File: src/rtl/msb_pkg.sv
// Shared types and constants for the bottom-up merge sorter.
// Depends on nothing; msb_cell and the top level import it.
package msb_pkg;

  localparam int DATA_W           = 32;
  localparam int MAX_ELEMENTS_DEF = 64;

  // Input word: one list element and its end-of-list flag.
  typedef struct packed {
    logic signed [DATA_W-1:0] value;
    logic                     last_in;
  } msb_in_t;

  // Output word: one sorted element and its end-of-list flag.
  typedef struct packed {
    logic signed [DATA_W-1:0] sorted_value;
    logic                     last_out;
  } msb_out_t;

  // Element as it moves along the cell chain.
  typedef struct packed {
    logic                     vld;
    logic signed [DATA_W-1:0] val;
  } msb_word_t;

  typedef enum logic [1:0] {
    ST_LOAD,
    ST_SETTLE,
    ST_EMIT
  } msb_state_t;

endpackage

File: src/rtl/msb_cell.sv
// One cell of the sorting chain: keeps the smaller element, passes the larger right.
// Depends on msb_pkg.
module msb_cell (
  input  logic              clk,
  input  logic              rst,
  input  msb_pkg::msb_word_t in_link,
  input  logic              shift,
  input  msb_pkg::msb_word_t right_held,
  output msb_pkg::msb_word_t held,
  output msb_pkg::msb_word_t pass
);
  import msb_pkg::*;

  logic                     held_vld;
  logic signed [DATA_W-1:0] held_val;
  logic                     pass_vld;
  logic signed [DATA_W-1:0] pass_val;

  assign held = '{vld: held_vld, val: held_val};
  assign pass = '{vld: pass_vld, val: pass_val};

  // Control bits.
  always_ff @(posedge clk) begin
    if (rst) begin
      held_vld <= 1'b0;
      pass_vld <= 1'b0;
    end else if (shift) begin
      held_vld <= right_held.vld;
      pass_vld <= 1'b0;
    end else if (in_link.vld) begin
      held_vld <= 1'b1;
      pass_vld <= held_vld;
    end else begin
      pass_vld <= 1'b0;
    end
  end

  // Payload. On a tie the held element stays, so the newcomer moves on.
  always_ff @(posedge clk) begin
    if (shift) begin
      held_val <= right_held.val;
    end else if (in_link.vld) begin
      if (!held_vld) begin
        held_val <= in_link.val;
      end else if (in_link.val < held_val) begin
        held_val <= in_link.val;
        pass_val <= held_val;
      end else begin
        pass_val <= in_link.val;
      end
    end
  end

`ifndef ASSERT_OFF
  a_held_kept: assert property (@(posedge clk) disable iff (rst)
    (held_vld && !shift) |=> held_vld)
    else $error("cell lost its element without a shift");
  a_pass_needs_held: assert property (@(posedge clk) disable iff (rst)
    pass_vld |-> held_vld)
    else $error("cell passed an element while empty");
  a_pass_order: assert property (@(posedge clk) disable iff (rst)
    pass_vld |-> (pass_val >= held_val))
    else $error("cell passed an element smaller than the one it kept");
`endif

endmodule

File: config.mk
export PLATFORM = sky130hd
export DESIGN_NAME = msb_cell
export DESIGN_NICKNAME = d
export VERILOG_FILES = /design/src/rtl/msb_pkg.sv /design/src/rtl/msb_cell.sv
export SDC_FILE = /design/constraint.sdc
export NUM_CORES = 1
export LEC_CHECK = 0
export ABC_AREA = 0
export BUFFER_PORTS_ARGS = -buffer_cell sky130_fd_sc_hd__buf_2
export CAP_MARGIN = 20
export CELL_PAD_IN_SITES_DETAIL_PLACEMENT = 0
export CELL_PAD_IN_SITES_GLOBAL_PLACEMENT = 1
export CORE_ASPECT_RATIO = 2
export CORE_MARGIN = 2
export CORE_UTILIZATION = 39
export CTS_CLUSTER_DIAMETER = 30
export DETAILED_ROUTE_END_ITERATION = 6
export GPL_ROUTABILITY_DRIVEN = 0
export GPL_TIMING_DRIVEN = 0
export HOLD_SLACK_MARGIN = 0.05
export PLACE_DENSITY = 0.92
export REMOVE_ABC_BUFFERS = 1
export SYNTH_ARGS = -nofsm -noshare
export SYNTH_HDL_FRONTEND = slang
export SYNTH_SLANG_ARGS = --single-unit
export TNS_END_PERCENT = 5
File: constraint.sdc
create_clock -name clk -period 4.2 [get_ports clk]
set_clock_uncertainty 0.1 [all_clocks]
set_input_delay 0.42 -clock clk [delete_from_list [all_inputs] [get_ports clk]]
set_output_delay 0.42 -clock clk [all_outputs]
set_load 0.01 [all_outputs]
Word-level counts from Yosys, hierarchy flattened
Index checks and enable logic that the tools add are counted.
{"block": "totals", "rom_bits": 0, "ff_bits": 66, "ramBits": 0, "mem_count": 0, "wordCells": 19, "latch_bits": 0, "out_inout_bits": 66, "inputBits": 69}
{"block": "op_classes", "addsub": 0, "n_div": 0, "n_mul": 0, "n_lt_le_gt_ge": 1, "bitwise_logic": 2, "n_eq_ne": 1, "muxes": 7, "reduce_logical": 4, "n_shift": 0}
{"op": "$mux 32", "n": 5}
{"op": "$lt 32x32->1", "n": 1}
{"op": "$ne 3x2->1 const B", "n": 1}
{"op": "$reduce_and 3->1", "n": 1}
{"op": "$reduce_or 3->1", "n": 1}
{"op": "$mux 1", "n": 2}
{"op": "$not 1->1", "n": 2}
{"op": "$reduce_and 2->1", "n": 1}
{"op": "$reduce_bool 2->1", "n": 1}

Depth between registers and ports, before layout
Gate-level depths: netlist of the first run.
{"block": "depth", "ltp_word": 5, "depth_mapped": 9, "depth_no_buf": 8}

Least setup slack after synthesis of the first run
Ideal clock, no wire load.
{"block": "synth_path", "path_kind": "register -> register", "start": "reg held_val[25]", "end": "reg held_val[0] (enable)", "path_slack_ns": 0.754, "required_ns": 3.709, "path_stages_with_launch": 10, "path_buffers": 1, "setup_ns": 0.391, "t_arrival_ns": 2.955, "period_less_slack_ns": 3.446, "cell_sequence": "edfxtp_1 -> inv_1 -> ha_1 -> a21o_1 -> a221o_1 -> a211oi_2 -> o22ai_1 -> a211oi_4 -> buf_6 -> o22a_1"}
{"block": "synth_via", "elab_chain_len": 3}
{"item": "start, declared", "line_no": "msb_cell.sv:15", "rtl": "logic signed [DATA_W-1:0] held_val;"}
{"item": "start signal, assigned", "line_no": "msb_cell.sv:41", "rtl": "held_val <= right_held.val;"}
{"item": "start signal, assigned", "line_no": "msb_cell.sv:44", "rtl": "held_val <= in_link.val;"}
{"item": "start signal, assigned", "line_no": "msb_cell.sv:46", "rtl": "held_val <= in_link.val;"}
{"item": "$lt 32x32->1", "line_no": "msb_cell.sv:45", "rtl": "end else if (in_link.val < held_val) begin"}
{"item": "$ne 3x2->1 (no line)"}
{"item": "$reduce_and 2->1 (no line)"}
Every way passes these cells.
A chain may end at the register's enable or synchronous reset.

Worst setup path in the final report of the first run
{"block": "layout_path", "start": "reg held_val[2]", "end": "reg held_val[26] (enable)"}
The elaborated chain is that of the path after synthesis.

==> summary.log, run 1 <==
INFO  synth          netlist_instances=260
INFO  critical_path  end_kind=flip-flop
INFO  synth          synth_top_area_share=53.4%
INFO  clock_tree     clock-sinks=66
INFO  synth          yosys_warning_total=0
INFO  placed_design  dpl.hpwl=6.36mm
INFO  placed_design  dp_cells=490
INFO  synth          ys_dominant_reg_cell=sky130_fd_sc_hd__edfxtp_1
INFO  placed_design  numPortBuffers=134
INFO  outcome        outcome=finished clean
INFO  floorplan      core_region_area=8950um^2
INFO  route          drtPass1Iterations=4
INFO  synth          synth-edff-count=64
INFO  synth          synth_top_cells_by_area=sky130_fd_sc_hd__edfxtp_1 53%, sky130_fd_sc_hd__mux2_2 19%, sky130_fd_sc_hd__ha_1 11%
INFO  clock_tree     clock-root-buffer=sky130_fd_sc_hd__clkbuf_16
INFO  critical_path  worst_ep_arrival_time=3.68ns
INFO  cells_and_area multiInputGateArea=1460um^2
INFO  power          report.power.total=2.05mW
INFO  critical_path  worstSetupPathType=reg -> reg
INFO  synth          ys_top_cells_by_count=64 x sky130_fd_sc_hd__edfxtp_1, 62 x sky130_fd_sc_hd__mux2_2, 33 x sky130_fd_sc_hd__inv_1
INFO  sta            grt_setup_unrepaired=no
INFO  sta            hold_violations_final=0
INFO  clock_tree     cts.reportedPaths.clkPinSlew=0.06ns
INFO  critical_path  cp_slowest_cell=sky130_fd_sc_hd__o22a_2
INFO  clock_tree     ctsResizeCount=0
INFO  power          ir_worst_vdd=271uV
INFO  clock_tree     post_cts.repair.setup_buffers=0
INFO  route          vias_per_cell=5.07
INFO  grt            pin_count_of_the_biggest_net_entering_global_routing=37
INFO  floorplan      die_w=71.9um
INFO  cells_and_area design_area=4730um^2
INFO  synth          synth_area=3600um^2
INFO  floorplan      vert_die_dim=140um
INFO  route          post-route-drc-count=0
INFO  sta            final_period_minus_worst_setup_slack=3.83ns
INFO  route          num_vias=2564
INFO  clock_tree     max-clock-path-buffers=2
INFO  critical_path  ff2ff_setup_slack=0.37ns
INFO  cells_and_area share_of_post_route_cells_with_drive_strength_above_1=53.7%
INFO  route          1st_iter_drt_viols=65
INFO  synth          yosysSeqAreaShare=54.6%
INFO  placed_design  postPlaceCellArea=4400um^2
INFO  critical_path  cp-start-kind=flip-flop
INFO  synth          synth.lib_cells_used.distinct=30
INFO  clock_tree     cts.htree.levels=3
INFO  grt            globalRoute.totalOverflow=0
INFO  grt            grt_pass1_vias=2704
INFO  critical_path  worstPathCellList=inv_1, ha_1, a211o_1, a31oi_1, o221ai_1, a211o_1, a211oi_4, buf_8, o22a_2
INFO  synth          ys_seq_elements=66
INFO  route          final_antenna_net_count=0
INFO  sta            holdWs=0.164ns
INFO  sta            max_clock_freq=0.261GHz
INFO  run            drv_cap=0
INFO  sta            setup_viol=0
INFO  critical_path  crit_path_max_incr_delay=0.71ns
INFO  cells_and_area sequential_cell_area=1960um^2
INFO  synth          cell_type_with_the_highest_aggregate_area_in_the_netlist=sky130_fd_sc_hd__edfxtp_1
INFO  worst_hold_path hp-class=in -> reg
INFO  route          finalWirelength=8.39mm
INFO  clock_tree     total_cts_buffers=9
INFO  power          power_density=434nW/um^2
INFO  clock_tree     cts_tree=built
INFO  clock_tree     cts_hold_buf=0
INFO  cells_and_area antennaDiodeCount=0
INFO  sta            max_slew.worst_pin.slew=0.840ns
INFO  cells_and_area fin_nets=499
INFO  cells_and_area layout.filler_cells=784
INFO  synth          synthArstFlopShare=0%
INFO  grt            grt_antenna_before_repair=0
INFO  grt            grt_util_all_layers=16.9%
INFO  cells_and_area area_growth_syn_to_layout=31.5%
INFO  sta            final_min_period_over_clock_period=91.1%
INFO  synth          yosysMostFrequentCell=sky130_fd_sc_hd__edfxtp_1
INFO  power          p_leak=2.14nW
INFO  critical_path  critPathRequiredTime=4.05ns
INFO  floorplan      fp.dieArea=10100um^2
INFO  cells_and_area layout.cells.non_filler=506
INFO  critical_path  critPathMostFrequentCell=sky130_fd_sc_hd__a211o_1
INFO  grt            global_route_wire_length_before_repair=12.7mm
INFO  floorplan      initial_core_util=40.2%
INFO  sta            final-max-slew-violation-count=0
INFO  sta            relSlewSlack=44.0%
INFO  synth          synth_area_per_cell=13.8um^2
INFO  clock_tree     clock_latency=0.33ns
INFO  critical_path  critical_path.max_fanout=32
INFO  floorplan      design.portCount=135
INFO  floorplan      std_cell_rows=49
INFO  route          wire_per_inst=16.6um
==> sequential cells by signal, summed over array words and instances, names as in the netlist <==
| signal | cells |
|---|---|
| held_val | 32 |
| pass_val | 32 |
| held_vld | 1 |
| pass_vld | 1 |
==> area by class of cell <==
type / count / area share [%]
multi-input cells: 152 / 30.8
clock buffers: 9 / 4.76
flip-flops and latches: 66 / 41.5
repair buffers: 137 / 15.4
inverters: 33 / 2.62
well taps: 102 / 2.70
clock inverters: 7 / 2.28
==> where the power goes <==
group / total, mW / leakage, nW / switching (mW) / internal (mW)
logic: 0.392 / 1.35 / 0.192 / 0.200
clock network: 0.844 / 0.164 / 0.271 / 0.573
registers: 0.817 / 0.631 / 0.0254 / 0.791
total: 2.05 / 2.14 / 0.488 / 1.56
==> placed cells by master (no fill, tap or decap), drive strengths merged, types with 2 or more instances in the layout <==
cell / count
mux2: 64
clkbuf: 9
nor2: 8
a21o: 2
bufinv: 3
edfxtp: 64
a211o: 2
a211oi: 2
nand2b: 2
dfxtp: 2
nand2: 7
nand4: 3
and2: 2
buf: 137
ha: 31
clkinv: 4
nand3: 3
o21ai: 3
a21oi: 13
inv: 33
and4: 2
==> per-layer routing <==
layer | vias to the layer above | track usage [%] | routed length, um
met4 | 0 | 7.55 | 174
li1 | 1244 | - | -
met2 | 79 | 32.8 | 4820
met1 | 1230 | 15.9 | 3020
met3 | 11 | 3.91 | 371
met5 | - | 0 | 0
==> through the flow <==
stage               setup slack, ns  util (%)  TNS (ns)
floorplan                     0.202         -         0
global placement              -1.17      48.4    -37.79
detailed placement            0.105      49.1         0
CTS                           0.225      52.8         0
global route                  0.138      52.8         0
finish                        0.372      52.8         0
==> kinds of logic after synthesis <==
group / share of synthesized area (%)
and+or+nand+nor: 4.00
DFF: 54.6
adders and majority gates: 10.8
AOI/OAI and AO/OA: 5.39
buffers and inverters: 5.22
muxes: 20.0
==> worst paths after layout <==
check	from	endpoint	cells past startpoint
min	rst	held_vld	2
min reg2reg	held_vld	pass_vld	2
max reg2reg	held_val[2]	held_val[26]	9
max	held_val[2]	held_val[26]	9
==> worst max-delay path: cells and delay by family (launching register included) <==
kind                     cells  cell delay (ns)
buffers and inverters        2             0.32
flip-flops                   1             0.41
adder cells (fa/ha/maj)      1             0.23
AO/OA/AOI/OAI                6             2.37
(Power assumes the default switching activity.)
==> run 2: changes to the inputs <==
- ABC_AREA: 0 -> 1
- CORE_UTILIZATION: 39 -> 33
- PLACE_DENSITY: 0.92 -> 0.88
- clock period: 4.2 -> 3.5 ns (I/O delays scaled with it)
==> run 2 against run 1 <==
Against the previous run:
- power is 22% higher
- clock-buffer cell count stayed put
- routed wire length is 20% higher
==> summary.log, run 2 <==
INFO  critical_path  reg2reg_depth=13
INFO  cells_and_area fin_nets=656
INFO  cells_and_area design_area=4820um^2
INFO  route          final_antenna_net_count=0
INFO  power          ir_worst_vdd=291uV
INFO  route          num_vias=3196
INFO  critical_path  worstPathCellList=inv_1, ha_1, a21oi_1, nor2_1, nor3_1, nand2_1, nand2_1, nand2_1, nand2_2, nand3_1, nand3_1, nand2_1, inv_2
INFO  critical_path  worst_ep_arrival_time=2.59ns
INFO  run            drv_cap=0
INFO  route          vias_per_cell=4.55
INFO  worst_hold_path min_from=rst
INFO  sta            grt_setup_unrepaired=no
INFO  outcome        outcome=finished clean
INFO  grt            grt_pass1_vias=3176
INFO  route          wire_per_inst=14.3um
INFO  route          post-route-drc-count=0
INFO  sta            max_slew.worst_pin.slew=0.836ns
INFO  synth          synth_top_area_share=52.0%
INFO  clock_tree     cts_hold_buf=0
INFO  cells_and_area share_of_post_route_cells_with_drive_strength_above_1=28.7%
INFO  cells_and_area mostFrequentLayoutCells=218 x sky130_fd_sc_hd__nand2_1, 134 x sky130_fd_sc_hd__buf_2, 64 x sky130_fd_sc_hd__edfxtp_1
INFO  floorplan      fp.dieArea=12100um^2
INFO  cells_and_area final_core_util=44.0%
INFO  grt            pin_count_of_the_biggest_net_entering_global_routing=37
INFO  critical_path  cp-start-kind=flip-flop
INFO  synth          cell_type_with_the_highest_aggregate_area_in_the_netlist=sky130_fd_sc_hd__edfxtp_1
INFO  floorplan      initial_core_util=33.8%
INFO  clock_tree     ctsResizeCount=0
INFO  critical_path  worstSetupPathType=reg -> reg
INFO  synth          synth-edff-count=64
INFO  synth          synth_area_per_cell=8.71um^2
INFO  placed_design  postPlaceCellArea=4490um^2
INFO  worst_hold_path worst_hold_path.endpoint=held_vld
INFO  critical_path  crit-reg2reg-capture=held_val[10]
INFO  critical_path  critPathMostFrequentCell=sky130_fd_sc_hd__nand2_1
INFO  worst_hold_path worst_hold_path.num_cells=2
INFO  clock_tree     max-clock-path-buffers=2
INFO  sta            final-max-slew-violation-count=0
INFO  power          power_density=518nW/um^2
INFO  route          1st_iter_drt_viols=125
INFO  floorplan      die_w=78.8um
INFO  cells_and_area biggest_regs=held_val: 32 flops, pass_val: 32 flops
INFO  sta            max_clock_freq=0.364GHz
INFO  sta            relSlewSlack=44.2%
INFO  clock_tree     clock-root-buffer=sky130_fd_sc_hd__clkbuf_16
INFO  synth          ys_dominant_reg_cell=sky130_fd_sc_hd__edfxtp_1
INFO  clock_tree     post_cts.repair.setup_buffers=0
INFO  synth          yosysSeqAreaShare=53.1%
INFO  power          p_leak=2.51nW
INFO  synth          yosysMostFrequentCell=sky130_fd_sc_hd__nand2_1
INFO  synth          ys_seq_elements=66
INFO  critical_path  crit_path_max_incr_delay=0.61ns
INFO  critical_path  critPathRequiredTime=3.35ns
INFO  floorplan      design.portCount=135
INFO  cells_and_area layout_commonest_cell=sky130_fd_sc_hd__nand2_1
INFO  synth          synth.lib_cells_used.distinct=18
INFO  sta            setup_viol=0
INFO  synth          synth_top_cells_by_area=sky130_fd_sc_hd__edfxtp_1 52%, sky130_fd_sc_hd__nand2_1 22%, sky130_fd_sc_hd__ha_1 10%
INFO  synth          netlist_instances=424
INFO  placed_design  numPortBuffers=134
INFO  critical_path  ff2ff_setup_slack=0.75ns
INFO  floorplan      std_cell_rows=54
INFO  synth          ys_top_cells_by_count=218 x sky130_fd_sc_hd__nand2_1, 64 x sky130_fd_sc_hd__edfxtp_1, 46 x sky130_fd_sc_hd__inv_1
INFO  critical_path  regToRegStartpoint=held_val[5]
INFO  clock_tree     clock-sinks=66
INFO  critical_path  end_kind=flip-flop
INFO  grt            grt.busiest_layer=met2
INFO  floorplan      vert_die_dim=154um
INFO  grt            global_route.usage.met1=17.1%
INFO  route          finalWirelength=10.0mm
INFO  sta            final_period_minus_worst_setup_slack=2.75ns
INFO  grt            grt_util_all_layers=17.0%
INFO  grt            globalRoute.totalOverflow=0
INFO  cells_and_area area_growth_syn_to_layout=30.3%
INFO  route          drtPass1Iterations=4
INFO  synth          yosys_warning_total=0
INFO  grt            global_route_wire_length_before_repair=15.5mm
INFO  clock_tree     total_cts_buffers=9
INFO  clock_tree     cts.htree.levels=3
INFO  synth          synth_area=3690um^2
INFO  critical_path  critical_path.max_fanout=32
INFO  worst_hold_path hp-class=in -> reg
INFO  sta            hold_violations_final=0
INFO  clock_tree     clock_latency=0.33ns
INFO  floorplan      core_region_area=10900um^2
INFO  grt            use_met2=32.4%
INFO  clock_tree     cts_tree=built
INFO  grt            globalRouteMet3Util=3.70%
INFO  synth          synthArstFlopShare=0%
INFO  critical_path  cp_slowest_cell=sky130_fd_sc_hd__inv_2
INFO  placed_design  dpl.hpwl=7.13mm
INFO  grt            grt_antenna_before_repair=1
INFO  clock_tree     cts.reportedPaths.clkPinSlew=0.06ns
INFO  sta            final_min_period_over_clock_period=78.5%
==> run 2: critical path: cells and delay by family, from the launching register on <==
family	cells	cell delay, ns
fa+ha+maj	1	0.23
buf+inv	2	0.69
flops	1	0.42
simple gates	9	0.75
compound gates	1	0.15
==> run 2: kinds of logic (layout without fill, tap and decap cells) <==
logic type / count (synthesis) / count (layout) / synth area share [%]
buf+inv: 61 / 198 / 7.62
flops: 66 / 66 / 53.1
other cells: 0 / 1 / 0
compound gates: 25 / 25 / 3.56
fa+ha+maj: 31 / 31 / 10.5
simple gates: 241 / 241 / 25.2
==> run 2: power breakdown <==
group          internal [mW]  leakage, nW  switching, mW
Combinational          0.188         1.72          0.338
Sequential             0.969        0.638         0.0362
Clock                  0.622        0.151          0.343
==> run 2: worst max-delay path by stage <==
stage / start / end / slack [ns] / cells after the start
3_3_place_gp: shift / pass_val[1] / -0.39 / 4
3_5_place_dp: shift / held_val[15] / 0.41 / 6
5_1_grt: held_val[5] / held_val[10] / 0.48 / 13
6_report: held_val[5] / held_val[10] / 0.75 / 13
4_1_cts: held_val[5] / held_val[0] / 0.66 / 13
2_1_floorplan: held_val[21] / held_val[0] / 0.87 / 11
==> run 2: layer usage <==
metal / vias up / share of wire [%]
met5: - / 0
met4: 0 / 2.7
met3: 15 / 4.8
met2: 110 / 56
met1: 1455 / 36
li1: 1616 / -
==> run 2: metrics by stage <==
step / hold WS (ns) / power, mW / setup WS [ns] / cells / setup TNS (ns)
final: 0.0894 / 2.50 / 0.753 / 702 / 0
after global routing: 0.0826 / 2.64 / 0.480 / 702 / 0
after CTS: 0.0814 / 2.53 / 0.661 / 701 / 0
after detailed placement: 0.430 / 1.56 / 0.412 / 685 / 0
after global placement: 0.419 / 1.53 / -0.393 / 683 / -18.96
after floorplan: 0.319 / 1.32 / 0.873 / 409 / 0
==> run 2: area by class of cell <==
| class | count | area (um^2) |
|---|---|---|
| antenna | 1 | 2.50 |
| sequential | 66 | 1960 |
| clock buffer | 9 | 225 |
| fill | 1151 | 6130 |
| tap | 140 | 175 |
| inverter | 46 | 173 |
| timing repair buffer | 136 | 726 |
| clock inverter | 7 | 93.8 |
| multi-input combinational | 297 | 1460 |
